`src/design/rlb_pkg.sv`:
```
package rlb_pkg;

    // fixed field widths of the stream payloads
    localparam int FIELD_W      = 48;
    localparam int PICK_W       = 16;
    localparam int S_TDATA_W    = 160;
    localparam int M_TDATA_W    = 96;

    // remainder arithmetic covers divisors up to 64
    localparam int REM_W        = 7;
    localparam int VICTIM_MAX_W = 6;

    typedef enum logic {
        MODE_LOOKUP = 1'b0,
        MODE_INSERT = 1'b1
    } rlb_mode_t;

    // insert command toward the entry array
    typedef struct packed {
        logic                    insert;
        logic [VICTIM_MAX_W-1:0] victim;
    } rlb_cmd_t;

endpackage

```
`src/design/range_lookaside_buffer_core.sv`:
```
// range lookaside buffer: ordered, fully associative list of up to ENTRIES
// address ranges [base, bound)
// input channel s_*: s_tuser is the mode (0 lookup, 1 insert); s_tdata carries
//   address, range base, range bound and the random victim pick
// result channel m_*: one transfer per input transfer, in order; m_tuser is
//   the hit flag, m_tdata the matched base and bound (zero on miss or insert)
// lookups return the first matching entry and mark its position as most
//   recently used; an insert on a full list evicts the entry at pick mod
//   ENTRIES (stepped past the recent position), closes the gap and appends
// path: input register, then one pass of parallel range compares into the
//   result register
// throughput: 1 item per cycle while m_tready holds, via one compare/update
//   pass; each item sees the entry state written by the item before it
// receiver stall: the result register holds, the input register still takes
//   one more item, then s_tready drops until m_tready returns
// reset: entry count and recent position clear, both stages empty; entry
//   contents are not cleared and are only read below the entry count
module range_lookaside_buffer_core #(
    parameter int ENTRIES   = 16,
    parameter int ADDR_BITS = 48
) (
    input  logic                             aclk,
    input  logic                             aresetn,
    // s_tdata: address[47:0], range_base[95:48], range_bound[143:96],
    //          random_pick[159:144]
    input  logic                             s_tvalid,
    output logic                             s_tready,
    input  logic [rlb_pkg::S_TDATA_W-1:0]    s_tdata,
    input  logic [0:0]                       s_tuser,   // mode
    // m_tdata: hit_base[47:0], hit_bound[95:48]
    output logic                             m_tvalid,
    input  logic                             m_tready,
    output logic [rlb_pkg::M_TDATA_W-1:0]    m_tdata,
    output logic [0:0]                       m_tuser    // hit
);
    import rlb_pkg::*;

    // stored width: the smaller of ADDR_BITS and the 48-bit field width
    localparam int SW = (ADDR_BITS < FIELD_W) ? ADDR_BITS : FIELD_W;
    localparam int VW = $clog2(ENTRIES);
    localparam logic [VW-1:0]    LAST_POS = VW'(ENTRIES - 1);
    localparam logic [REM_W-1:0] DIVISOR  = REM_W'(ENTRIES);
    // reciprocal of ENTRIES scaled by 2^32, quotient is exact or one short
    localparam int               PROD_W   = PICK_W + 32;
    localparam logic [31:0]      RECIP    = 32'((64'd1 << 32) / 64'(ENTRIES));

    // input register
    logic             in_valid_reg;
    rlb_mode_t        in_mode_reg;
    logic [SW-1:0]    in_addr_reg;
    logic [SW-1:0]    in_base_reg;
    logic [SW-1:0]    in_bound_reg;
    logic [VW-1:0]    in_pick_rem_reg;   // pick already reduced mod ENTRIES

    // result register
    logic                 m_tvalid_reg;
    logic                 out_hit_reg;
    logic [FIELD_W-1:0]   out_base_reg;
    logic [FIELD_W-1:0]   out_bound_reg;

    logic [VW-1:0] recent_reg;
    logic [VW-1:0] recent_next;

    logic          s_xfer;
    logic          fire;
    logic          is_insert;
    logic [PICK_W-1:0] s_pick;
    logic [PROD_W-1:0] pick_prod;
    logic [PICK_W-1:0] pick_quot;
    logic [PICK_W-1:0] pick_diff;
    logic [REM_W-1:0]  pick_rem;
    logic [VW-1:0] victim_raw;
    logic [VW-1:0] victim;
    rlb_cmd_t      cmd;

    logic [ENTRIES-1:0] match;
    logic [SW-1:0]      base_q  [ENTRIES];
    logic [SW-1:0]      bound_q [ENTRIES];
    logic               hit;
    logic [VW-1:0]      hit_idx;
    logic [SW-1:0]      hit_base;
    logic [SW-1:0]      hit_bound;

    // pass proceeds when the result register is free or being drained
    assign fire     = in_valid_reg && (!m_tvalid_reg || m_tready);
    assign s_tready = !in_valid_reg || fire;
    assign s_xfer   = s_tvalid && s_tready;
    assign is_insert = (in_mode_reg == MODE_INSERT);

    // pick mod ENTRIES ahead of the input register: reciprocal multiply,
    // then at most one compare and subtract
    always_comb begin
        s_pick    = s_tdata[3*FIELD_W+PICK_W-1:3*FIELD_W];
        pick_prod = PROD_W'(s_pick) * PROD_W'(RECIP);
        pick_quot = pick_prod[PROD_W-1:32];
        pick_diff = s_pick - pick_quot * PICK_W'(ENTRIES);
        pick_rem  = pick_diff[REM_W-1:0];
        if (pick_rem >= DIVISOR) begin
            pick_rem = pick_rem - DIVISOR;
        end
    end

    always_ff @(posedge aclk) begin
        if (!aresetn) begin
            in_valid_reg <= 1'b0;
        end else if (s_tready) begin
            in_valid_reg <= s_tvalid;
        end
    end

    always_ff @(posedge aclk) begin
        if (s_xfer) begin
            in_mode_reg     <= rlb_mode_t'(s_tuser[0]);
            in_addr_reg     <= s_tdata[SW-1:0];
            in_base_reg     <= s_tdata[FIELD_W+SW-1:FIELD_W];
            in_bound_reg    <= s_tdata[2*FIELD_W+SW-1:2*FIELD_W];
            in_pick_rem_reg <= pick_rem[VW-1:0];
        end
    end

    // victim: pick mod ENTRIES, stepped past the recent position
    always_comb begin
        victim_raw = in_pick_rem_reg;
        victim     = victim_raw;
        if (victim_raw == recent_reg) begin
            victim = (victim_raw == LAST_POS) ? '0 : victim_raw + VW'(1);
        end
        cmd.insert = fire && is_insert;
        cmd.victim = VICTIM_MAX_W'(victim);
    end

    rlb_entry_array #(
        .ENTRIES (ENTRIES),
        .SW      (SW)
    ) u_entries (
        .aclk        (aclk),
        .aresetn     (aresetn),
        .cmd         (cmd),
        .ins_base    (in_base_reg),
        .ins_bound   (in_bound_reg),
        .lookup_addr (in_addr_reg),
        .match       (match),
        .base_q      (base_q),
        .bound_q     (bound_q)
    );

    rlb_hit_select #(
        .ENTRIES (ENTRIES),
        .SW      (SW)
    ) u_hit_sel (
        .match     (match),
        .base_q    (base_q),
        .bound_q   (bound_q),
        .hit       (hit),
        .hit_idx   (hit_idx),
        .hit_base  (hit_base),
        .hit_bound (hit_bound)
    );

    // only a lookup hit moves the recent position
    always_comb begin
        recent_next = recent_reg;
        if (fire && !is_insert && hit) begin
            recent_next = hit_idx;
        end
    end

    always_ff @(posedge aclk) begin
        if (!aresetn) begin
            recent_reg   <= '0;
            m_tvalid_reg <= 1'b0;
        end else begin
            recent_reg <= recent_next;
            if (fire) begin
                m_tvalid_reg <= 1'b1;
            end else if (m_tready) begin
                m_tvalid_reg <= 1'b0;
            end
        end
    end

    always_ff @(posedge aclk) begin
        if (fire) begin
            if (!is_insert && hit) begin
                out_hit_reg   <= 1'b1;
                out_base_reg  <= FIELD_W'(hit_base);
                out_bound_reg <= FIELD_W'(hit_bound);
            end else begin
                out_hit_reg   <= 1'b0;
                out_base_reg  <= '0;
                out_bound_reg <= '0;
            end
        end
    end

    assign m_tvalid   = m_tvalid_reg;
    assign m_tuser[0] = out_hit_reg;
    assign m_tdata    = {out_bound_reg, out_base_reg};

    // a miss or insert result carries zero data
    a_miss_zero: assert property (@(posedge aclk) disable iff (!aresetn)
        m_tvalid && !m_tuser[0] |-> m_tdata == '0)
        else $error("miss result with nonzero data");

    // an insert always produces a no-hit result
    a_insert_no_hit: assert property (@(posedge aclk) disable iff (!aresetn)
        fire && is_insert |=> m_tvalid && !m_tuser[0])
        else $error("insert produced a hit");

    // input side only blocks while the result is stalled
    a_ready_stall: assert property (@(posedge aclk) disable iff (!aresetn)
        !s_tready |-> in_valid_reg && m_tvalid && !m_tready)
        else $error("input stalled without output backpressure");

    // recent position stays within the list
    a_recent_range: assert property (@(posedge aclk) disable iff (!aresetn)
        recent_reg <= LAST_POS)
        else $error("recent position out of range");

endmodule

```
`src/design/rlb_entry_array.sv`:
```
module rlb_entry_array #(
    parameter int ENTRIES = 16,
    parameter int SW      = 48
) (
    input  logic              aclk,
    input  logic              aresetn,
    input  rlb_pkg::rlb_cmd_t cmd,
    input  logic [SW-1:0]     ins_base,
    input  logic [SW-1:0]     ins_bound,
    input  logic [SW-1:0]     lookup_addr,
    output logic [ENTRIES-1:0] match,
    output logic [SW-1:0]     base_q  [ENTRIES],
    output logic [SW-1:0]     bound_q [ENTRIES]
);
    import rlb_pkg::*;

    localparam int VW = $clog2(ENTRIES);
    localparam int CW = $clog2(ENTRIES + 1);

    logic [SW-1:0] base_reg  [ENTRIES];
    logic [SW-1:0] bound_reg [ENTRIES];
    logic [CW-1:0] count_reg;
    logic [CW-1:0] count_next;
    logic          full;
    logic [VW-1:0] wr_idx;
    logic [VW-1:0] victim;

    always_comb begin
        full   = (count_reg == CW'(ENTRIES));
        wr_idx = count_reg[VW-1:0];
        victim = cmd.victim[VW-1:0];
    end

    // full list: entries at and above the victim slide down, new range goes last
    for (genvar i = 0; i < ENTRIES; i++) begin : g_entry
        if (i == ENTRIES - 1) begin : g_last
            always_ff @(posedge aclk) begin
                if (cmd.insert && (full || wr_idx == VW'(i))) begin
                    base_reg[i]  <= ins_base;
                    bound_reg[i] <= ins_bound;
                end
            end
        end else begin : g_mid
            always_ff @(posedge aclk) begin
                if (cmd.insert) begin
                    if (full) begin
                        if (VW'(i) >= victim) begin
                            base_reg[i]  <= base_reg[i+1];
                            bound_reg[i] <= bound_reg[i+1];
                        end
                    end else if (wr_idx == VW'(i)) begin
                        base_reg[i]  <= ins_base;
                        bound_reg[i] <= ins_bound;
                    end
                end
            end
        end

        assign match[i] = (CW'(i) < count_reg)
                       && (lookup_addr >= base_reg[i])
                       && (lookup_addr <  bound_reg[i]);
        assign base_q[i]  = base_reg[i];
        assign bound_q[i] = bound_reg[i];
    end

    always_comb begin
        count_next = count_reg;
        if (cmd.insert && !full) begin
            count_next = count_reg + CW'(1);
        end
    end

    always_ff @(posedge aclk) begin
        if (!aresetn) begin
            count_reg <= '0;
        end else begin
            count_reg <= count_next;
        end
    end

endmodule

```
`src/design/rlb_hit_select.sv`:
```
module rlb_hit_select #(
    parameter int ENTRIES = 16,
    parameter int SW      = 48
) (
    input  logic [ENTRIES-1:0]         match,
    input  logic [SW-1:0]              base_q  [ENTRIES],
    input  logic [SW-1:0]              bound_q [ENTRIES],
    output logic                       hit,
    output logic [$clog2(ENTRIES)-1:0] hit_idx,
    output logic [SW-1:0]              hit_base,
    output logic [SW-1:0]              hit_bound
);
    import rlb_pkg::*;

    localparam int VW = $clog2(ENTRIES);

    logic [ENTRIES-1:0] first;

    // lowest set bit wins
    assign first = match & (~match + ENTRIES'(1));
    assign hit   = |match;

    always_comb begin
        hit_idx   = '0;
        hit_base  = '0;
        hit_bound = '0;
        for (int i = 0; i < ENTRIES; i++) begin
            if (first[i]) begin
                hit_idx = hit_idx | VW'(i);
            end
            hit_base  = hit_base  | (base_q[i]  & {SW{first[i]}});
            hit_bound = hit_bound | (bound_q[i] & {SW{first[i]}});
        end
    end

endmodule
```
`config.mk`:
```
export PLATFORM = sky130hd
export DESIGN_NAME = range_lookaside_buffer_core
export DESIGN_NICKNAME = d
export VERILOG_FILES = /design/src/design/rlb_pkg.sv /design/src/design/range_lookaside_buffer_core.sv /design/src/design/rlb_entry_array.sv /design/src/design/rlb_hit_select.sv
export SDC_FILE = /design/constraint.sdc
export NUM_CORES = 2
export LEC_CHECK = 0
export BUFFER_PORTS_ARGS = -buffer_cell sky130_fd_sc_hd__buf_2
export CORE_MARGIN = 10
export CORE_UTILIZATION = 45
export CTS_BUF_LIST = sky130_fd_sc_hd__clkbuf_4 sky130_fd_sc_hd__clkbuf_8
export CTS_CLUSTER_DIAMETER = 60
export DETAILED_ROUTE_END_ITERATION = 12
export PLACE_DENSITY = 0.72
export SYNTH_ARGS = -nofsm -noshare
export SYNTH_HDL_FRONTEND = slang
export SYNTH_HIERARCHICAL = 1
export SYNTH_SLANG_ARGS = --single-unit
```
`constraint.sdc`:
```
create_clock -name aclk -period 23.3 [get_ports aclk]
set_clock_uncertainty 0.05 [all_clocks]
set_input_delay 3.495 -clock aclk [delete_from_list [all_inputs] [get_ports aclk]]
set_output_delay 3.495 -clock aclk [all_outputs]
set_load 0.01 [all_outputs]
```
==> results.sh <==
export IMPL_status="finished with violations"
export IMPL_violations="capacitance limit"
export IMPL_p_seq_share_pct=50.2
export IMPL_crit_start="in_addr_reg[11]"
export IMPL_tightest_slew_ps=1470
export IMPL_dr_first_iter_drc_count=11596
export IMPL_finalCritPeriodShare_pct=37.3
export IMPL_vias=93089
export IMPL_place_congestion=0.942
export IMPL_grtUsageTotal_pct=27.9
export IMPL_ys_warn_count=6
export IMPL_crit_path_max_incr_delay_ps=800
export IMPL_power_w=0.00717
export IMPL_syn_num_nets=12209
export IMPL_clkPwrFrac_pct=42.9
export IMPL_ctsResizeCount=0
export IMPL_io_pins=264
export IMPL_root_buffer="clkbuf_8"
export IMPL_rsz0062_at_grt="false"
export IMPL_drt_wl_total_um=420000
export IMPL_core_area_um2=265000
export IMPL_fin_cells=14583
export IMPL_fmax_mhz=115
export IMPL_numPlacedInstances=13987
export IMPL_switching_share_pct=25.8
export IMPL_path_buf_inv=4
export IMPL_switchingPower_w=0.00185
export IMPL_antenna_found_initial=22
export IMPL_cts_sinks=1793
export IMPL_overflow=0
export IMPL_cts_buffers=336
export IMPL_dp_hpwl_um=290000
export IMPL_syn_area_um2=120000
export IMPL_nets=12484
export IMPL_p_int_w=0.00532
export IMPL_clk_latency_ps=1060
export IMPL_setup_viol_count_final=0
export IMPL_drc=0
export IMPL_postCtsSetupBuffers=0
export IMPL_hold_viol_final=0
export IMPL_grt_max_degree=196
export IMPL_maxCapViolations=1
export IMPL_p_per_area_nw_per_um2=54.5
export IMPL_fin_area_um2=131000
export IMPL_clk_pin_slew_ps=70
export IMPL_ir_drop_v=0.0000705
export IMPL_hold_path_class="reg -> reg"
export IMPL_place_area_um2=125000
export IMPL_grt_pass1_wl_um=609000
export IMPL_fillers=23275
export IMPL_layout_drive_gt1_share_pct=21.7
export IMPL_ctsLongestPathBuffers=4
export IMPL_r2r_end="out_bound_reg[15]"
export IMPL_cp_depth=19
export IMPL_p_comb_share_pct=6.9
export IMPL_detail_route_antenna_nets=0
export IMPL_reg2reg_slack_ps=14610
export IMPL_crit_path_end="out_bound_reg[15]"
export IMPL_critPathMostFrequentCell="buf_4"
export IMPL_crit_chain="buf_4, buf_4, ha_1, a21oi_1, o21ai_0, a211oi_1, o21ai_0, a211oi_1, nor4_1, o21ai_0, a41oi_1, or3_1, nor4_4, and3b_4, buf_4, buf_4, a22oi_1, nand4_1, and2_1"
export IMPL_place_port_buffers=251
export IMPL_period_needed_ps=8690
export IMPL_maxSlewHeadroom_pct=0.662
export IMPL_end_kind="register"
export IMPL_slowest_stage="buf_4"
export IMPL_dieWidth_um=535
export IMPL_finalMaxSlewViolations=0
export IMPL_routed_via_density=6.38
export IMPL_path_max_fanout=38
export IMPL_r2r_start="in_addr_reg[11]"
export IMPL_syn2layout_area_growth_pct=9.98
export IMPL_htreeDepth=5
export IMPL_crit_type="reg -> reg"
export IMPL_crit_family="compound AO/OA/AOI/OAI gates"
export IMPL_dr_pass1_iters=8
export IMPL_r2r_cells=19
export IMPL_grt_pass1_vias=93395
export IMPL_critical_path_arrival_ps=9510
export IMPL_start_util_pct=45.1
export IMPL_leakagePower_nw=56.2
export IMPL_die_area_um2=287000
export IMPL_ctsHoldBuffers=0
export IMPL_synthCells=10519
export IMPL_num_rows=189
export IMPL_avgSynthCellArea_um2=11.4
export IMPL_cts_tree="built"
export IMPL_start_kind="register"
export IMPL_worstPathRequired_ps=24110
export IMPL_wl_per_cell_um=28.8
export IMPL_fin_setup_tns_ps=0
export IMPL_fp_dieH_um=535
how the worst min path moves through the flow:
stage                     slack, ps  cells after the start                        start                          end
final                           510                      2                recent_reg[2]                recent_reg[2]
after floorplan                 460                      2                recent_reg[3]                recent_reg[3]
after global routing            550                      1  u_entries/bound_reg[1][238]  u_entries/bound_reg[1][190]
after CTS                       500                      1  u_entries/bound_reg[1][238]  u_entries/bound_reg[1][190]
after detailed placement        500                      2                recent_reg[0]                recent_reg[0]
after global placement          480                      2                recent_reg[0]                recent_reg[0]
power groups by stage:
stage	registers (W)	clock network [W]	logic [W]
finish	0.00360	0.00307	0.000495
floorplan	0.00366	0	0.000265
global placement	0.00366	0	0.000458
global route	0.00360	0.00324	0.000538
detailed placement	0.00367	0	0.000478
CTS	0.00360	0.00310	0.000482
final cells by class:
type	count	area, um2	share of cell area, %
Tap cell	3533	4420	3.36
Inverter	1517	5700	4.33
Timing Repair Buffer	436	2690	2.04
Clock buffer	425	5300	4.03
Clock inverter	157	1090	0.827
Sequential cell	1793	53700	40.9
Multi-Input combinational cell	6710	58500	44.5
Antenna cell	12	30.0	0.0228
layer usage:
layer	global-route usage [%]	share of wire, %
met2	41.7	42
met1	36.4	39
met3	7.69	12
met4	15.7	6.6
met5	0	0.030
worst min-delay path: stages (launching register included):
cell and delay (ps):
dfxtp_1 320, mux2i_1 140, nor2b_1 60
cells in the final DEF (no fill, tap or decap), drive strengths merged, types with 243 or more instances in the layout:
master,n
nand4,340
inv,1530
mux2,1348
a22oi,243
edfxtp,1782
o21ai,425
a21o,409
nand2,431
buf,435
ha,1525
clkbuf,426
a21oi,435
stage by stage:
step	util, %	hold slack [ps]	setup slack, ps
detailed placement	47.2	498	14960
floorplan	-	456	8170
global placement	47.2	478	14970
CTS	49.6	502	14900
global route	49.6	554	14790
finish	49.6	514	14610
Power figures use the tool's default switching activity.
